File: src/hdl/msld_pkg.sv
`timescale 1ns / 1ps
// ----------------------------------------------------------------------------
// Minimal standard LCG draws - shared definitions
// Widths, generator constants, codes, sequencer states and the control
// structures that pass between the sequencer, the arithmetic unit and the top.
// ----------------------------------------------------------------------------
package msld_pkg;

    // Number of uniform draws summed for one approximate normal value.
    localparam int unsigned NORMAL_DRAWS = 12;

    localparam int unsigned STATE_W = 31;
    localparam int unsigned VALUE_W = 32;
    localparam int unsigned FUNC_W  = 2;
    localparam int unsigned SUM_W   = 36;
    localparam int unsigned CNT_W   = 4;
    localparam int unsigned OPND_W  = 32;
    localparam int unsigned PROD_W  = 2 * OPND_W;
    localparam int unsigned REM_W   = STATE_W + 1;
    localparam int unsigned FRAC_SH = 16;
    localparam int unsigned LOAD_W  = SUM_W + FRAC_SH;
    // Centered sum in Q16.16 spans +/- NORMAL_DRAWS * 2^15.
    localparam int unsigned Z_W     = 21;
    localparam int unsigned SCALED_W = PROD_W - FRAC_SH;
    localparam int unsigned NORM_W  = SCALED_W + 1;

    localparam logic [STATE_W-1:0] LCG_MOD = {STATE_W{1'b1}};
    localparam logic [STATE_W-1:0] LCG_MUL = STATE_W'(16807);
    localparam logic [REM_W-1:0]   LCG_MOD_EXT = {1'b0, LCG_MOD};
    localparam logic [STATE_W-1:0] STATE_ONE = STATE_W'(1);

    localparam logic [CNT_W-1:0] LAST_DRAW = CNT_W'(NORMAL_DRAWS - 1);
    localparam logic signed [Z_W-1:0] CENTER_OFFSET = Z_W'(NORMAL_DRAWS * 32768);

    localparam logic signed [VALUE_W-1:0] VALUE_MAX = {1'b0, {(VALUE_W-1){1'b1}}};
    localparam logic signed [VALUE_W-1:0] VALUE_MIN = {1'b1, {(VALUE_W-1){1'b0}}};

    // Draw kinds.
    localparam logic [FUNC_W-1:0] FUNC_RAW     = 2'd0;
    localparam logic [FUNC_W-1:0] FUNC_BOUNDED = 2'd1;
    localparam logic [FUNC_W-1:0] FUNC_NORMAL  = 2'd2;
    localparam logic [FUNC_W-1:0] FUNC_NONE    = 2'd3;

    typedef enum logic [2:0] {
        ARITH_HOLD,
        ARITH_MUL,
        ARITH_LOAD,
        ARITH_FOLD,
        ARITH_CORR
    } arith_op_t;

    typedef enum logic [1:0] {
        MSEL_GEN,
        MSEL_SCALE,
        MSEL_SPREAD
    } mul_sel_t;

    typedef enum logic [1:0] {
        RES_ZERO,
        RES_GEN,
        RES_QUO,
        RES_NORM
    } res_sel_t;

    typedef enum logic [3:0] {
        ST_IDLE,
        ST_GEN_MUL,
        ST_GEN_FOLD,
        ST_GEN_CORR,
        ST_ACCUM,
        ST_SCALE_MUL,
        ST_DIV_LOAD,
        ST_DIV_FOLD,
        ST_DIV_CORR,
        ST_CENTER,
        ST_SPREAD_MUL,
        ST_FINISH,
        ST_DONE
    } seq_state_t;

    typedef struct packed {
        logic      idle;
        arith_op_t op;
        mul_sel_t  msel;
        res_sel_t  res_sel;
        logic      res_upd;
        logic      gen_upd;
        logic      sum_clr;
        logic      sum_acc;
        logic      z_upd;
        logic      out_load;
    } msld_ctl_t;

    typedef struct packed {
        logic               rem_ge_m;
        logic [STATE_W-1:0] rem_mod;
    } msld_stat_t;

endpackage

File: src/hdl/msld_arith.sv
`timescale 1ns / 1ps
// ----------------------------------------------------------------------------
// Minimal standard LCG draws - shared arithmetic unit
// One 32x32 signed multiplier plus a fold and compare-subtract stage that
// reduces a product modulo 2^31-1 and keeps the quotient alongside.
// ----------------------------------------------------------------------------
module msld_arith
    import msld_pkg::*;
(
    input  logic                      clk,
    input  arith_op_t                 op,
    input  logic [OPND_W-1:0]         mul_a,
    input  logic signed [OPND_W-1:0]  mul_b,
    input  logic [LOAD_W-1:0]         load_val,
    output logic signed [PROD_W-1:0]  prod,
    output logic [STATE_W-1:0]        quo,
    output msld_stat_t                stat
);

    logic signed [PROD_W-1:0] prod_reg, prod_next;
    logic [STATE_W-1:0]       quo_reg, quo_next;
    logic [REM_W-1:0]         rem_reg, rem_next;
    logic                     rem_ge_m;
    logic [REM_W-1:0]         rem_sub;

    assign rem_ge_m = (rem_reg >= LCG_MOD_EXT);
    assign rem_sub  = rem_reg - LCG_MOD_EXT;

    always_comb
    begin
        prod_next = prod_reg;
        quo_next  = quo_reg;
        rem_next  = rem_reg;
        case (op)
            ARITH_MUL:
            begin
                prod_next = $signed(mul_a) * mul_b;
            end
            ARITH_LOAD:
            begin
                prod_next = $signed(PROD_W'(load_val));
            end
            ARITH_FOLD:
            begin
                // x = hi * 2^31 + lo, and 2^31 is one more than the modulus.
                quo_next = prod_reg[2*STATE_W-1:STATE_W];
                rem_next = {1'b0, prod_reg[STATE_W-1:0]}
                         + {1'b0, prod_reg[2*STATE_W-1:STATE_W]};
            end
            ARITH_CORR:
            begin
                if (rem_ge_m)
                begin
                    rem_next = rem_sub;
                    quo_next = quo_reg + STATE_ONE;
                end
            end
            default:
            begin
                prod_next = prod_reg;
            end
        endcase
    end

    always_ff @(posedge clk)
    begin
        prod_reg <= prod_next;
        quo_reg  <= quo_next;
        rem_reg  <= rem_next;
    end

    assign prod          = prod_reg;
    assign quo           = quo_reg;
    assign stat.rem_ge_m = rem_ge_m;
    assign stat.rem_mod  = rem_ge_m ? rem_sub[STATE_W-1:0] : rem_reg[STATE_W-1:0];

endmodule

File: config.mk
export PLATFORM = sky130hd
export DESIGN_NAME = msld_arith
export DESIGN_NICKNAME = d
export VERILOG_FILES = /design/src/hdl/msld_pkg.sv /design/src/hdl/msld_arith.sv
export SDC_FILE = /design/constraint.sdc
export NUM_CORES = 2
export LEC_CHECK = 0
export BUFFER_PORTS_ARGS = -buffer_cell sky130_fd_sc_hd__buf_2
export CAP_MARGIN = 10
export CORE_ASPECT_RATIO = 1.25
export CORE_MARGIN = 8
export CORE_UTILIZATION = 40
export CTS_BUF_LIST = sky130_fd_sc_hd__clkbuf_8
export DETAILED_ROUTE_END_ITERATION = 7
export GPL_TIMING_DRIVEN = 1
export MAX_ROUTING_LAYER = met4
export PLACE_DENSITY = 0.61
export RECOVER_POWER = 25
export SYNTH_ARGS = -nofsm -noshare
export SYNTH_HDL_FRONTEND = slang
export SYNTH_SLANG_ARGS = --single-unit
File: constraint.sdc
create_clock -name clk -period 7.3 [get_ports clk]
set_input_delay 0.365 -clock clk [delete_from_list [all_inputs] [get_ports clk]]
set_output_delay 0.365 -clock clk [all_outputs]
set_load 0.005 [all_outputs]
==> qor.yml <==
period_needed_ps: 7140
antenna_found_initial: 12
area_growth_pct: 15.6
via_count: 33300
syn-cell-area_sq_um: 44100
r2r-end: "rem_reg[4]$_DFFE_PP_"
fp.dieW_um: 313
post-route-util: 0.465
synth_seq_area_share: 0.0866
cp-start-kind: "input pin"
min_from: "load_val[47]"
io_pins: 247
r2r_start: "rem_reg[0]$_DFFE_PP_"
crit_buf_inv: 8
ctsHoldBuffers: 0
synth_ff_type: "edfxtp_1"
cts_buffers: 17
wl_um: 130000
clock_latency_ps: 470
grt_max_degree: 90
place_congestion: 0.971
ys_types: 69
final-setup-viol-count: 0
cp_slowest_stage_delay_ps: 640
post-route-drc-count: 0
synth_seq_cells: 127
synth.top_cell.area_share: 0.492
timing.final.crit_share: 0.978
cts_tree: "built"
min_to: "prod[47]$_DFFE_PP_"
hold_depth: 3
relSlewSlack: -1.53
dieHeight_um: 387
path_class: "input pin to register"
row_count: 136
synth.avg_cell_area_sq_um: 9.38
r2r_setup_slack_ps: 2760
r2r_cells: 11
numPortBuffers: 246
final_hold_viol_count: 0
max_freq_mhz: 140
grt_pass1_vias: 37300
crit_path_max_fanout: 11
layout-drive-gt1-share: 0.156
yosys.area.top_type: "fa_1"
core_sq_um: 110000
grtUsageTotal: 0.225
synthArstFlopShare: 0
status: "finished, violations left"
cp_common_cell: "fa_1"
clock_sinks: 127
wl_per_cell_um: 19.6
drt-initial-drc-count: 1807
cts.root.buffer_cell: "clkbuf_8"
die_area_sq_um: 121000
synthCells: 4696
synth-edff-count: 127
drtAntennaViolNets: 0
worst_clock_skew_ps: 11.0
tightest_slew_ps: 3790
crit_path_end_kind: "register"
n_fill_cell: 10600
critPathTopFamily: "adder cells"
rsz0062_at_grt: "yes"
grt_pass1_wl_um: 207000
drv_cap: 3
htreeDepth: 4
hpwl_um: 115000
syn-num-nets: 6116
largest_reg_flops: 64
netlist_top_cells_area: "fa_1 49%, edfxtp_1 8.7%, inv_1 8.3%, and2_1 7.5%, ha_1 6.2%"
grt.overflow.total: 0
slew_viol_final: 194
cp.required_ps: 7590
clk_pin_slew_ps: 80
crit_slowest_cell: "fa_1"
first_pass_iters: 6
clockBufferDepth: 2
fin_nets: 6589
initial_core_util: 0.402
yosys_warnings: 0
min_path_type: "input pin to register"
violations: "capacitance limit, slew limit"
arrival_ps: 7430
via_per_inst: 5.02
kinds of logic (layout without fill, tap and decap cells):
group | Yosys count | in the layout | synth area share
muxes | 5 | 5 | 0.00114
xor gates and xnor gates | 179 | 179 | 0.0356
DFF | 127 | 127 | 0.0866
adders and majority gates | 1300 | 1300 | 0.554
buffers and inverters | 1217 | 1703 | 0.104
and+or+nand+nor | 1470 | 1470 | 0.163
other | 0 | 10 | 0
AOI/OAI and AO/OA | 398 | 398 | 0.0560
layout make-up:
type | count | area (sq um) | area share
timing repair buffer | 696 | 5030 | 0.0988
clock inverter | 15 | 191 | 0.00376
clock buffer | 17 | 234 | 0.00460
inverter | 975 | 3660 | 0.0720
tap | 1449 | 1810 | 0.0356
multi-input combinational | 3352 | 36100 | 0.710
sequential | 127 | 3810 | 0.0749
antenna | 10 | 25.0 | 0.000492
routing by layer:
metal,vias to the layer above,wire length (um),track usage
li1,14900,-,-
met1,17300,45600,0.235
met2,854,73100,0.426
met3,286,4480,0.0181
met4,0,7010,0.101
met5,-,0,-
Yosys cell counts, types with 4 or more instances:
library cell	number
a211o_1	4
a211oi_1	10
a21o_1	46
a21oi_1	140
a31oi_1	10
and2_1	528
and3_1	20
and4_1	5
buf_2	8
clkbuf_1	231
edfxtp_1	127
fa_1	1083
ha_1	217
inv_1	973
mux2i_1	5
nand2_1	644
nand2b_1	22
nand3_1	41
nand4_1	25
nor2_1	149
nor2b_1	4
nor3_1	14
o211ai_1	6
o21a_1	10
o21ai_0	76
o21ai_1	37
o21bai_1	12
o31ai_1	6
xnor2_1	105
xor2_1	74
worst reg2reg max path: cells and delay by family (launching register included):
| kind | cells | cell delay [ps] |
|---|---|---|
| adders and majority gates | 1 | 270 |
| DFF | 1 | 450 |
| buffers and inverters | 2 | 790 |
| and+or+nand+nor | 6 | 1710 |
| AOI/OAI and AO/OA | 2 | 940 |
how the worst max path moves through the flow:
stage | startpoint | end | slack (ps) | depth (start not counted)
after floorplan | mul_a[31] | prod[63]$_SDFFCE_PP0P_ | -30 | 24
after global placement | mul_b[3] | prod[42]$_DFFE_PP_ | -490 | 23
after detailed placement | mul_b[2] | prod[42]$_DFFE_PP_ | -560 | 23
after CTS | mul_a[21] | prod[52]$_SDFFCE_PP0P_ | 6 | 24
after global routing | mul_b[5] | prod[63]$_SDFFCE_PP0P_ | -40 | 30
final | mul_b[9] | prod[52]$_SDFFCE_PP0P_ | 160 | 28
metrics by stage:
| step | setup slack [ps] | TNS [ps] | cell area, sq um | cells | hold WS (ps) |
|---|---|---|---|---|---|
| 2_1_floorplan | -25.5 | -25.5 | 44100 | 4696 | 539 |
| 3_3_place_gp | -491 | -10870 | 49900 | 6596 | 640 |
| 3_5_place_dp | -563 | -11940 | 49900 | 6596 | 665 |
| 4_1_cts | 5.78 | 0 | 50300 | 6628 | 171 |
| 5_1_grt | -42.3 | -137 | 50900 | 6641 | 172 |
| 6_report | 158 | 0 | 50900 | 6641 | 190 |
layout by cell type (no fill, tap or decap), drive strengths merged, types with 7 or more instances in the layout:
master  instances
diode          10
clkinv          7
buf           657
o21a           10
clkbuf         56
nand3          41
ha            217
edfxtp        127
o21bai         12
nand2b         22
nand2         644
fa           1083
nand4          25
xor2           74
nor3           15
o21ai         113
nor2          149
xnor2         105
a31oi          11
a21oi         140
and2          528
a211oi         12
o31ai           9
and3           20
a21o           46
inv           976
repair_timing:
action | CTS | global route
resized for setup | 13 | 153
setup endpoints to repair | 6 | 30
hold endpoints to repair | 0 | 0
pin swaps | 1 | 51
setup buffers | 0 | 3
Power is not shown: default switching activity piles up to over one toggle a cycle in this logic, so the estimate is an artifact.
