===== src/hdl/msld_pkg.sv =====
`timescale 1ns / 1ps
// ----------------------------------------------------------------------------
// Minimal standard LCG draws - shared definitions
// Widths, generator constants, codes, sequencer states and the control
// structures that pass between the sequencer, the arithmetic unit and the top.
// ----------------------------------------------------------------------------
package msld_pkg;

    // Number of uniform draws summed for one approximate normal value.
    localparam int unsigned NORMAL_DRAWS = 12;

    localparam int unsigned STATE_W = 31;
    localparam int unsigned VALUE_W = 32;
    localparam int unsigned FUNC_W  = 2;
    localparam int unsigned SUM_W   = 36;
    localparam int unsigned CNT_W   = 4;
    localparam int unsigned OPND_W  = 32;
    localparam int unsigned PROD_W  = 2 * OPND_W;
    localparam int unsigned REM_W   = STATE_W + 1;
    localparam int unsigned FRAC_SH = 16;
    localparam int unsigned LOAD_W  = SUM_W + FRAC_SH;
    // Centered sum in Q16.16 spans +/- NORMAL_DRAWS * 2^15.
    localparam int unsigned Z_W     = 21;
    localparam int unsigned SCALED_W = PROD_W - FRAC_SH;
    localparam int unsigned NORM_W  = SCALED_W + 1;

    localparam logic [STATE_W-1:0] LCG_MOD = {STATE_W{1'b1}};
    localparam logic [STATE_W-1:0] LCG_MUL = STATE_W'(16807);
    localparam logic [REM_W-1:0]   LCG_MOD_EXT = {1'b0, LCG_MOD};
    localparam logic [STATE_W-1:0] STATE_ONE = STATE_W'(1);

    localparam logic [CNT_W-1:0] LAST_DRAW = CNT_W'(NORMAL_DRAWS - 1);
    localparam logic signed [Z_W-1:0] CENTER_OFFSET = Z_W'(NORMAL_DRAWS * 32768);

    localparam logic signed [VALUE_W-1:0] VALUE_MAX = {1'b0, {(VALUE_W-1){1'b1}}};
    localparam logic signed [VALUE_W-1:0] VALUE_MIN = {1'b1, {(VALUE_W-1){1'b0}}};

    // Draw kinds.
    localparam logic [FUNC_W-1:0] FUNC_RAW     = 2'd0;
    localparam logic [FUNC_W-1:0] FUNC_BOUNDED = 2'd1;
    localparam logic [FUNC_W-1:0] FUNC_NORMAL  = 2'd2;
    localparam logic [FUNC_W-1:0] FUNC_NONE    = 2'd3;

    typedef enum logic [2:0] {
        ARITH_HOLD,
        ARITH_MUL,
        ARITH_LOAD,
        ARITH_FOLD,
        ARITH_CORR
    } arith_op_t;

    typedef enum logic [1:0] {
        MSEL_GEN,
        MSEL_SCALE,
        MSEL_SPREAD
    } mul_sel_t;

    typedef enum logic [1:0] {
        RES_ZERO,
        RES_GEN,
        RES_QUO,
        RES_NORM
    } res_sel_t;

    typedef enum logic [3:0] {
        ST_IDLE,
        ST_GEN_MUL,
        ST_GEN_FOLD,
        ST_GEN_CORR,
        ST_ACCUM,
        ST_SCALE_MUL,
        ST_DIV_LOAD,
        ST_DIV_FOLD,
        ST_DIV_CORR,
        ST_CENTER,
        ST_SPREAD_MUL,
        ST_FINISH,
        ST_DONE
    } seq_state_t;

    typedef struct packed {
        logic      idle;
        arith_op_t op;
        mul_sel_t  msel;
        res_sel_t  res_sel;
        logic      res_upd;
        logic      gen_upd;
        logic      sum_clr;
        logic      sum_acc;
        logic      z_upd;
        logic      out_load;
    } msld_ctl_t;

    typedef struct packed {
        logic               rem_ge_m;
        logic [STATE_W-1:0] rem_mod;
    } msld_stat_t;

endpackage


===== src/hdl/msld_ctrl.sv =====
`timescale 1ns / 1ps
// ----------------------------------------------------------------------------
// Minimal standard LCG draws - sequencer
// Steps the shared arithmetic unit through generator advances, the bounded
// scaling and the normal-draw accumulation, then hands the result on.
// ----------------------------------------------------------------------------
module msld_ctrl
    import msld_pkg::*;
(
    input  logic              clk,
    input  logic              rst_n,
    input  logic              req_fire,
    input  logic [FUNC_W-1:0] req_func,
    input  msld_stat_t        stat,
    input  logic              out_free,
    output msld_ctl_t         ctl
);

    seq_state_t        state_reg, state_next;
    logic [FUNC_W-1:0] func_reg, func_next;
    logic [CNT_W-1:0]  count_reg, count_next;

    always_ff @(posedge clk or negedge rst_n)
    begin
        if (!rst_n)
        begin
            state_reg <= ST_IDLE;
            func_reg  <= FUNC_RAW;
            count_reg <= '0;
        end
        else
        begin
            state_reg <= state_next;
            func_reg  <= func_next;
            count_reg <= count_next;
        end
    end

    // Next state and the draw counter.
    always_comb
    begin
        state_next = state_reg;
        func_next  = func_reg;
        count_next = count_reg;
        case (state_reg)
            ST_IDLE:
            begin
                if (req_fire)
                begin
                    func_next  = req_func;
                    count_next = '0;
                    state_next = (req_func == FUNC_NONE) ? ST_DONE : ST_GEN_MUL;
                end
            end
            ST_GEN_MUL:    state_next = ST_GEN_FOLD;
            ST_GEN_FOLD:   state_next = ST_GEN_CORR;
            ST_GEN_CORR:
            begin
                case (func_reg)
                    FUNC_RAW:     state_next = ST_DONE;
                    FUNC_BOUNDED: state_next = ST_SCALE_MUL;
                    default:      state_next = ST_ACCUM;
                endcase
            end
            ST_ACCUM:
            begin
                if (count_reg == LAST_DRAW)
                begin
                    count_next = '0;
                    state_next = ST_DIV_LOAD;
                end
                else
                begin
                    count_next = count_reg + CNT_W'(1);
                    state_next = ST_GEN_MUL;
                end
            end
            ST_SCALE_MUL:  state_next = ST_DIV_FOLD;
            ST_DIV_LOAD:   state_next = ST_DIV_FOLD;
            ST_DIV_FOLD:   state_next = ST_DIV_CORR;
            ST_DIV_CORR:
            begin
                if (!stat.rem_ge_m)
                begin
                    state_next = (func_reg == FUNC_BOUNDED) ? ST_DONE : ST_CENTER;
                end
            end
            ST_CENTER:     state_next = ST_SPREAD_MUL;
            ST_SPREAD_MUL: state_next = ST_FINISH;
            ST_FINISH:     state_next = ST_DONE;
            ST_DONE:
            begin
                if (out_free)
                begin
                    state_next = ST_IDLE;
                end
            end
            default:       state_next = ST_IDLE;
        endcase
    end

    // Control strobes for the datapath.
    always_comb
    begin
        ctl          = '0;
        ctl.op       = ARITH_HOLD;
        ctl.msel     = MSEL_GEN;
        ctl.res_sel  = RES_ZERO;
        case (state_reg)
            ST_IDLE:
            begin
                ctl.idle = 1'b1;
                if (req_fire)
                begin
                    ctl.sum_clr = 1'b1;
                    if (req_func == FUNC_NONE)
                    begin
                        ctl.res_upd = 1'b1;
                        ctl.res_sel = RES_ZERO;
                    end
                end
            end
            ST_GEN_MUL:
            begin
                ctl.op   = ARITH_MUL;
                ctl.msel = MSEL_GEN;
            end
            ST_GEN_FOLD:   ctl.op = ARITH_FOLD;
            ST_GEN_CORR:
            begin
                ctl.gen_upd = 1'b1;
                if (func_reg == FUNC_RAW)
                begin
                    ctl.res_upd = 1'b1;
                    ctl.res_sel = RES_GEN;
                end
            end
            ST_ACCUM:      ctl.sum_acc = 1'b1;
            ST_SCALE_MUL:
            begin
                ctl.op   = ARITH_MUL;
                ctl.msel = MSEL_SCALE;
            end
            ST_DIV_LOAD:   ctl.op = ARITH_LOAD;
            ST_DIV_FOLD:   ctl.op = ARITH_FOLD;
            ST_DIV_CORR:
            begin
                if (stat.rem_ge_m)
                begin
                    ctl.op = ARITH_CORR;
                end
                else if (func_reg == FUNC_BOUNDED)
                begin
                    ctl.res_upd = 1'b1;
                    ctl.res_sel = RES_QUO;
                end
            end
            ST_CENTER:     ctl.z_upd = 1'b1;
            ST_SPREAD_MUL:
            begin
                ctl.op   = ARITH_MUL;
                ctl.msel = MSEL_SPREAD;
            end
            ST_FINISH:
            begin
                ctl.res_upd = 1'b1;
                ctl.res_sel = RES_NORM;
            end
            ST_DONE:       ctl.out_load = out_free;
            default:       ctl.op = ARITH_HOLD;
        endcase
    end

endmodule


===== config.mk =====
export PLATFORM = sky130hd
export DESIGN_NAME = msld_ctrl
export DESIGN_NICKNAME = d
export VERILOG_FILES = /design/src/hdl/msld_pkg.sv /design/src/hdl/msld_ctrl.sv
export SDC_FILE = /design/constraint.sdc
export NUM_CORES = 1
export LEC_CHECK = 0
export BUFFER_PORTS_ARGS = -buffer_cell sky130_fd_sc_hd__buf_4
export CORE_MARGIN = 4
export CORE_UTILIZATION = 41
export CTS_CLUSTER_SIZE = 14
export DETAILED_ROUTE_END_ITERATION = 8
export MAX_ROUTING_LAYER = met4
export PLACE_DENSITY = 0.78
export SKIP_LAST_GASP = 1
export SYNTH_ARGS = -nofsm -noshare
export SYNTH_HDL_FRONTEND = slang
export SYNTH_SLANG_ARGS = --single-unit

===== constraint.sdc =====
create_clock -name clk -period 2 [get_ports clk]
set_input_delay 0.4 -clock clk [delete_from_list [all_inputs] [get_ports clk]]
set_output_delay 0.4 -clock clk [all_outputs]
set_load 0.02 [all_outputs]

==> results_dict.tcl, run 1 <==
set metrics [dict create \
    outcome "complete, but fails checks" \
    violations "negative setup slack" \
    h-tree-depth 1 \
    final_max_slew_viol_count 0 \
    antennaDiodeCount 0 \
    synth_seq_area_share_pct 32.0 \
    path_buf_inv 1 \
    cts_tree "built" \
    synth-xor-area-share_pct 2.24 \
    multi_input_area_um2 495 \
    post_drt_wl_per_cell_um 13.1 \
    areaGrowthSynthToFinish_pct 39.8 \
    port_buffers 20 \
    finalNonFillerCells 152 \
    dpl_cell_area_um2 973 \
    dpl_worst_slack_ps 161 \
    ys_warn_count 0 \
    clock.fmax_mhz 482 \
    top_level_ports 52 \
    r2r_slack_ps 280 \
    hold_viol_final 0 \
    ys_seq_elements 10 \
    drive_above_1_share_pct 37.8 \
    clock-sinks 10 \
    min_to "state_reg[2]" \
    final_area_um2 1090 \
    worst_setup_path_end_kind "output pin" \
    cp.arrival_ps 1670 \
    rsz0062_at_grt "yes" \
    viasPerCell 5.47 \
    timing.rr.start "state_reg[0]" \
    placedCellCount 140 \
    vias 831 \
    grt_overflow_total 0 \
    synth_fa_ha_area_share_pct 1.60 \
    fin_crit_sh_pct 104 \
    startpoint_type "flop" \
    clock_latency_ps 260 \
    slew_headroom_pct 75.4 \
    hpwl_mm 1.47 \
    syn-cell-area_um2 782 \
    finalWorstSetupSlack_ps -74.4 \
    r2r-end "count_reg[2]" \
    antenna_found_initial 0 \
    layout_commonest_cell "buf_4" \
    drtPass1Iterations 4 \
    worst_r2r_path_depth 8 \
    slowest_delay_ps 380 \
    post-route-drc-count 0 \
    synth_top_family_by_area "simple AND/OR/NAND/NOR gates" \
    critPathRequiredTime_ps 1600 \
    grt_pass1_wl_mm 3.32 \
    synth_cell_types 41 \
    die_area_um2 2670 \
    hold_path_depth 2 \
    fin_worst_skew_ps 3.75 \
    p_leak_uw 0.000489 \
    worstMarginPinSlew_ps 365 \
    gp_congestion 0.841 \
    finalPower_uw 1720 \
    vdd_drop_max_mv 0.975 \
    nFillCells 157 \
    ys.flop_type "dfrtp_1" \
    critPathKind "flop to output pin" \
    synthSimpleGateAreaFrac_pct 30.2 \
    clock_path_buffers 2 \
    powerDensity_nw_per_um2 1570 \
    grt_pass1_vias 738 \
    synth_area_per_cell_um2 8.15 \
    cp_max_fo 2 \
    cp_cell_sequence "or2_4, or3_4, a21oi_4, nand3b_1, buf_6" \
    grt.total_usage_pct 17.2 \
    core_area_um2 1760 \
    dieHeight_um 51.7 \
    mostFrequentLayoutCells "buf_4 (28), nand2_1 (13), dfrtp_1 (10)" \
    syn_inst 96 \
    final_nets 168 \
    start_util_pct 44.3 \
    final.min_clock_period_ps 2070 \
    synth_compound_area_share_pct 23.5 \
    dieWidth_um 51.7 \
    maxCapViolCount 0 \
    hold_start "out_free" \
    regArea_um2 250 \
    drt_iter0_drc 15 \
    muxShareOfSynthArea_pct 2.88 \
    grt_max_degree 18 \
    setup_viol 3 \
    synth_edf_count 0 \
    root_buffer "clkbuf_4" \
    min_path_type "primary input to flop" \
    syn_nets 135 \
    drt-total-wl_mm 1.99 \
    antenna_left 0 \
    cts_buffers 3 \
    path_delay_family "simple AND/OR/NAND/NOR gates" \
    path_clk_slew_ps 60 \
    whs_ps 368 \
    synthArstFlopShare_pct 100 \
    crit_path_top_delay_cell "dfrtp_1" \
    rows 15 \
]
-- through the flow --
step	utilization (%)	TNS, ps
after global placement	55.2	0
after CTS	58.4	-73.3
final	62.0	-126
after global routing	62.0	-448
after floorplan	-	0
after detailed placement	55.2	0
-- area by class of cell --
| type | count | area share, % |
|---|---|---|
| multi-input cells | 74 | 45.3 |
| well taps | 25 | 2.86 |
| inverters | 7 | 2.63 |
| clock buffers | 3 | 2.06 |
| repair buffers | 33 | 24.3 |
| flip-flops and latches | 10 | 22.9 |
-- per-layer routing --
metal  part of all wire (%)  up-vias  global-route usage (%)
met3                    5.4        2                    4.58
met1                     44      391                    21.1
li1                       -      416                       -
met5                      0        -                       -
met2                     50       22                    26.7
met4                    1.4        0                    7.42
-- cell usage after synthesis, types with 2 or more instances --
master	n	share of area (%)
nor3_1	3	1.9
o2111ai_1	2	2.2
dfrtp_1	10	32
buf_2	2	1.3
inv_1	6	2.9
o21ai_0	6	3.8
nand2b_1	3	2.4
xnor2_1	2	2.2
mux2_2	2	2.9
o32ai_1	2	2.2
nor2_1	7	3.4
nand3_1	2	1.3
nand2_1	14	6.7
a31oi_1	2	1.6
a211oi_1	2	1.9
nand3b_1	3	2.9
a21oi_1	3	1.9
a21oi_2	2	2.2
-- worst register-to-register path, stage by stage, from the launching register on --
cell	delay [ps]
dfrtp_1	380
buf_4	140
buf_6	130
or4b_4	510
inv_4	80
buf_4	110
a21oi_2	40
o21ai_1	140
o41ai_1	70
-- where the power goes --
part           internal [uW]  total, uW  switching [uW]
registers                298        387            89.0
logic                    542       1200             656
clock network           69.3        133            64.2
-- cell families after synthesis --
kind of cell / after synthesis
muxes: 2
and+or+nand+nor: 42
AOI/OAI and AO/OA: 27
DFF: 10
adders and majority gates: 1
buffers and inverters: 12
xor gates and xnor gates: 2
-- how the worst max path moves through the flow --
stage	from	endpoint	slack [ps]	cells after the start
2_1_floorplan	state_reg[1]	ctl[5]	20	5
3_3_place_gp	state_reg[1]	ctl[5]	180	5
3_5_place_dp	state_reg[1]	ctl[5]	160	5
4_1_cts	state_reg[0]	ctl[5]	-70	5
5_1_grt	state_reg[0]	ctl[5]	-150	5
6_report	state_reg[0]	ctl[5]	-70	5
-- what timing repair did --
item,CTS,global route
resized for setup,3,6
endpoints found under the hold margin,10,0
pin swaps,2,1
hold buffers,1,0
buffers inserted,2,6
endpoints found under the setup margin,3,6
Power figures use the tool's default switching activity.
==> run 2: changes to the inputs <==
--- a/config.mk
+++ b/config.mk
@@ -16,3 +16,4 @@
 export SYNTH_ARGS = -nofsm -noshare
 export SYNTH_HDL_FRONTEND = slang
 export SYNTH_SLANG_ARGS = --single-unit
+export TNS_END_PERCENT = 20
==> run 2 against run 1 <==
Net effect: the run still ends with negative setup slack left; via count increased by 0.24%; die area unchanged; worst hold slack got worse by 14 ps; core utilization decreased by 4.0 points; critical path depth unchanged; non-clock buffer count decreased by 7; cell count decreased by 3.9%; sequential share of layout area increased by 1.6 points; critical endpoint unchanged; largest cell class unchanged; largest power group unchanged.
==> results_dict.tcl, run 2 (same netlist as run 1, synthesis figures left out) <==
set metrics [dict create \
    setup_viol 4 \
    rows 15 \
    post-route-drc-count 0 \
    grt_max_degree 18 \
    hold_start "out_free" \
    vias 833 \
    fin_worst_skew_ps 4.47 \
    drt_iter0_drc 56 \
    vdd_drop_max_mv 0.803 \
    use_met1_pct 20.4 \
    p_leak_uw 0.000452 \
    clock_path_buffers 2 \
    maxCapViolCount 0 \
    finalPower_uw 1660 \
    cp.arrival_ps 1750 \
    cts_buffers 3 \
    antennaDiodeCount 0 \
    viasPerCell 5.71 \
    critPathRequiredTime_ps 1600 \
    antenna_found_initial 0 \
    root_buffer "clkbuf_4" \
    timing.rr.start "state_reg[0]" \
    antenna_left 0 \
    outcome "complete, but fails checks" \
    p_clk_share_pct 11.3 \
    post_drt_wl_per_cell_um 13.9 \
    port_buffers 20 \
    final_area_um2 1020 \
    final_nets 161 \
    areaGrowthSynthToFinish_pct 30.9 \
    dpl_cell_area_um2 966 \
    violations "negative setup slack" \
    h-tree-depth 1 \
    rsz0062_at_grt "yes" \
    clock_latency_ps 270 \
    clock-sinks 10 \
    p_sw_share_pct 48.3 \
    mostFrequentLayoutCells "buf_4 (24), nand2_1 (14), dfrtp_1 (10)" \
    layout_commonest_cell "buf_4" \
    grt_pass1_vias 702 \
    final_max_slew_viol_count 0 \
    power_frac_seq_pct 23.5 \
    core_area_um2 1760 \
    grt_pass1_wl_mm 3.14 \
    dieWidth_um 51.7 \
    die_area_um2 2670 \
    grt_overflow_total 0 \
    power.switching_uw 799 \
    internal_power_uw 857 \
    cp_max_fo 5 \
    clock.fmax_mhz 465 \
    min_path_type "primary input to flop" \
    path_clk_slew_ps 70 \
    worst_setup_path_end_kind "output pin" \
    worstMarginPinSlew_ps 388 \
    grt.total_usage_pct 15.6 \
    drt-total-wl_mm 2.03 \
    slew_headroom_pct 73.9 \
    fin_crit_sh_pct 108 \
    grt_util_met3_pct 2.58 \
    start_util_pct 44.3 \
    placedCellCount 140 \
    gp_congestion 0.843 \
    cts_tree "built" \
    hold_viol_final 0 \
    drtPass1Iterations 4 \
    top_usage_layer "met2" \
    finalNonFillerCells 146 \
    top_level_ports 52 \
    powerDensity_nw_per_um2 1620 \
    drive_above_1_share_pct 31.4 \
    startpoint_type "flop" \
    final.min_clock_period_ps 2150 \
    met2_usage_pct 24.8 \
    combPwrFrac_pct 65.3 \
    hpwl_mm 1.50 \
    finalWorstSetupSlack_ps -152 \
    critPathKind "flop to output pin" \
    dieHeight_um 51.7 \
    cp-startpoint "state_reg[1]" \
]
## run 2: critical path: stages, from the launching register on
cell and delay [ps]:
dfrtp_1 380, or2_4 280, or3_1 370, a21oi_2 190
nand3b_1 150, buf_6 130
## run 2: area by class of cell
| class | count | area (um2) |
|---|---|---|
| Tap cell | 25 | 31.3 |
| Fill cell | 174 | 741 |
| Sequential cell | 10 | 250 |
| Clock buffer | 4 | 36.3 |
| Inverter | 7 | 26.3 |
| Multi-Input combinational cell | 74 | 478 |
| Timing Repair Buffer | 26 | 201 |
## run 2: power by group through the flow
| stage | combinational (uW) | clock [uW] | sequential (uW) |
|---|---|---|---|
| floorplan | 753 | 0 | 375 |
| global placement | 1030 | 0 | 383 |
| detailed placement | 1050 | 0 | 393 |
| CTS | 1060 | 191 | 389 |
| global route | 1170 | 203 | 405 |
| finish | 1080 | 187 | 389 |
## run 2: layer usage
layer / part of all wire (%) / vias up
met5: 0 / -
met4: 0.39 / 0
met3: 7.5 / 2
met2: 50 / 40
met1: 42 / 386
li1: - / 405
## run 2: final timing paths
| kind | end | slack (ps) | cells past startpoint |
|---|---|---|---|
| min in group asynchronous | func_reg[0] | 490 | 2 |
| max in group asynchronous | count_reg[2] | 1360 | 2 |
| worst min-delay path | state_reg[2] | 350 | 2 |
| worst max-delay path | ctl[5] | -150 | 5 |
| worst max register to register | state_reg[3] | 300 | 5 |
| worst min register to register | count_reg[0] | 540 | 1 |
## run 2: what timing repair did
action                                 CTS  global route
pin swaps                                1             1
endpoints found under the hold margin   10             0
resized for setup                        1             0
setup endpoints to repair                3             6
hold buffers                             1             0
setup buffers                            0             1
## run 2: per-stage QoR
stage / hold WS [ps] / TNS, ps / utilization (%) / worst slack (ps)
CTS: 352 / -157 / 57.6 / -98.2
detailed placement: 235 / 0 / 54.8 / 192
floorplan: 104 / -38.5 / - / -38.5
global placement: 233 / 0 / 54.8 / 184
finish: 354 / -387 / 58.0 / -152
global route: 349 / -705 / 58.0 / -207
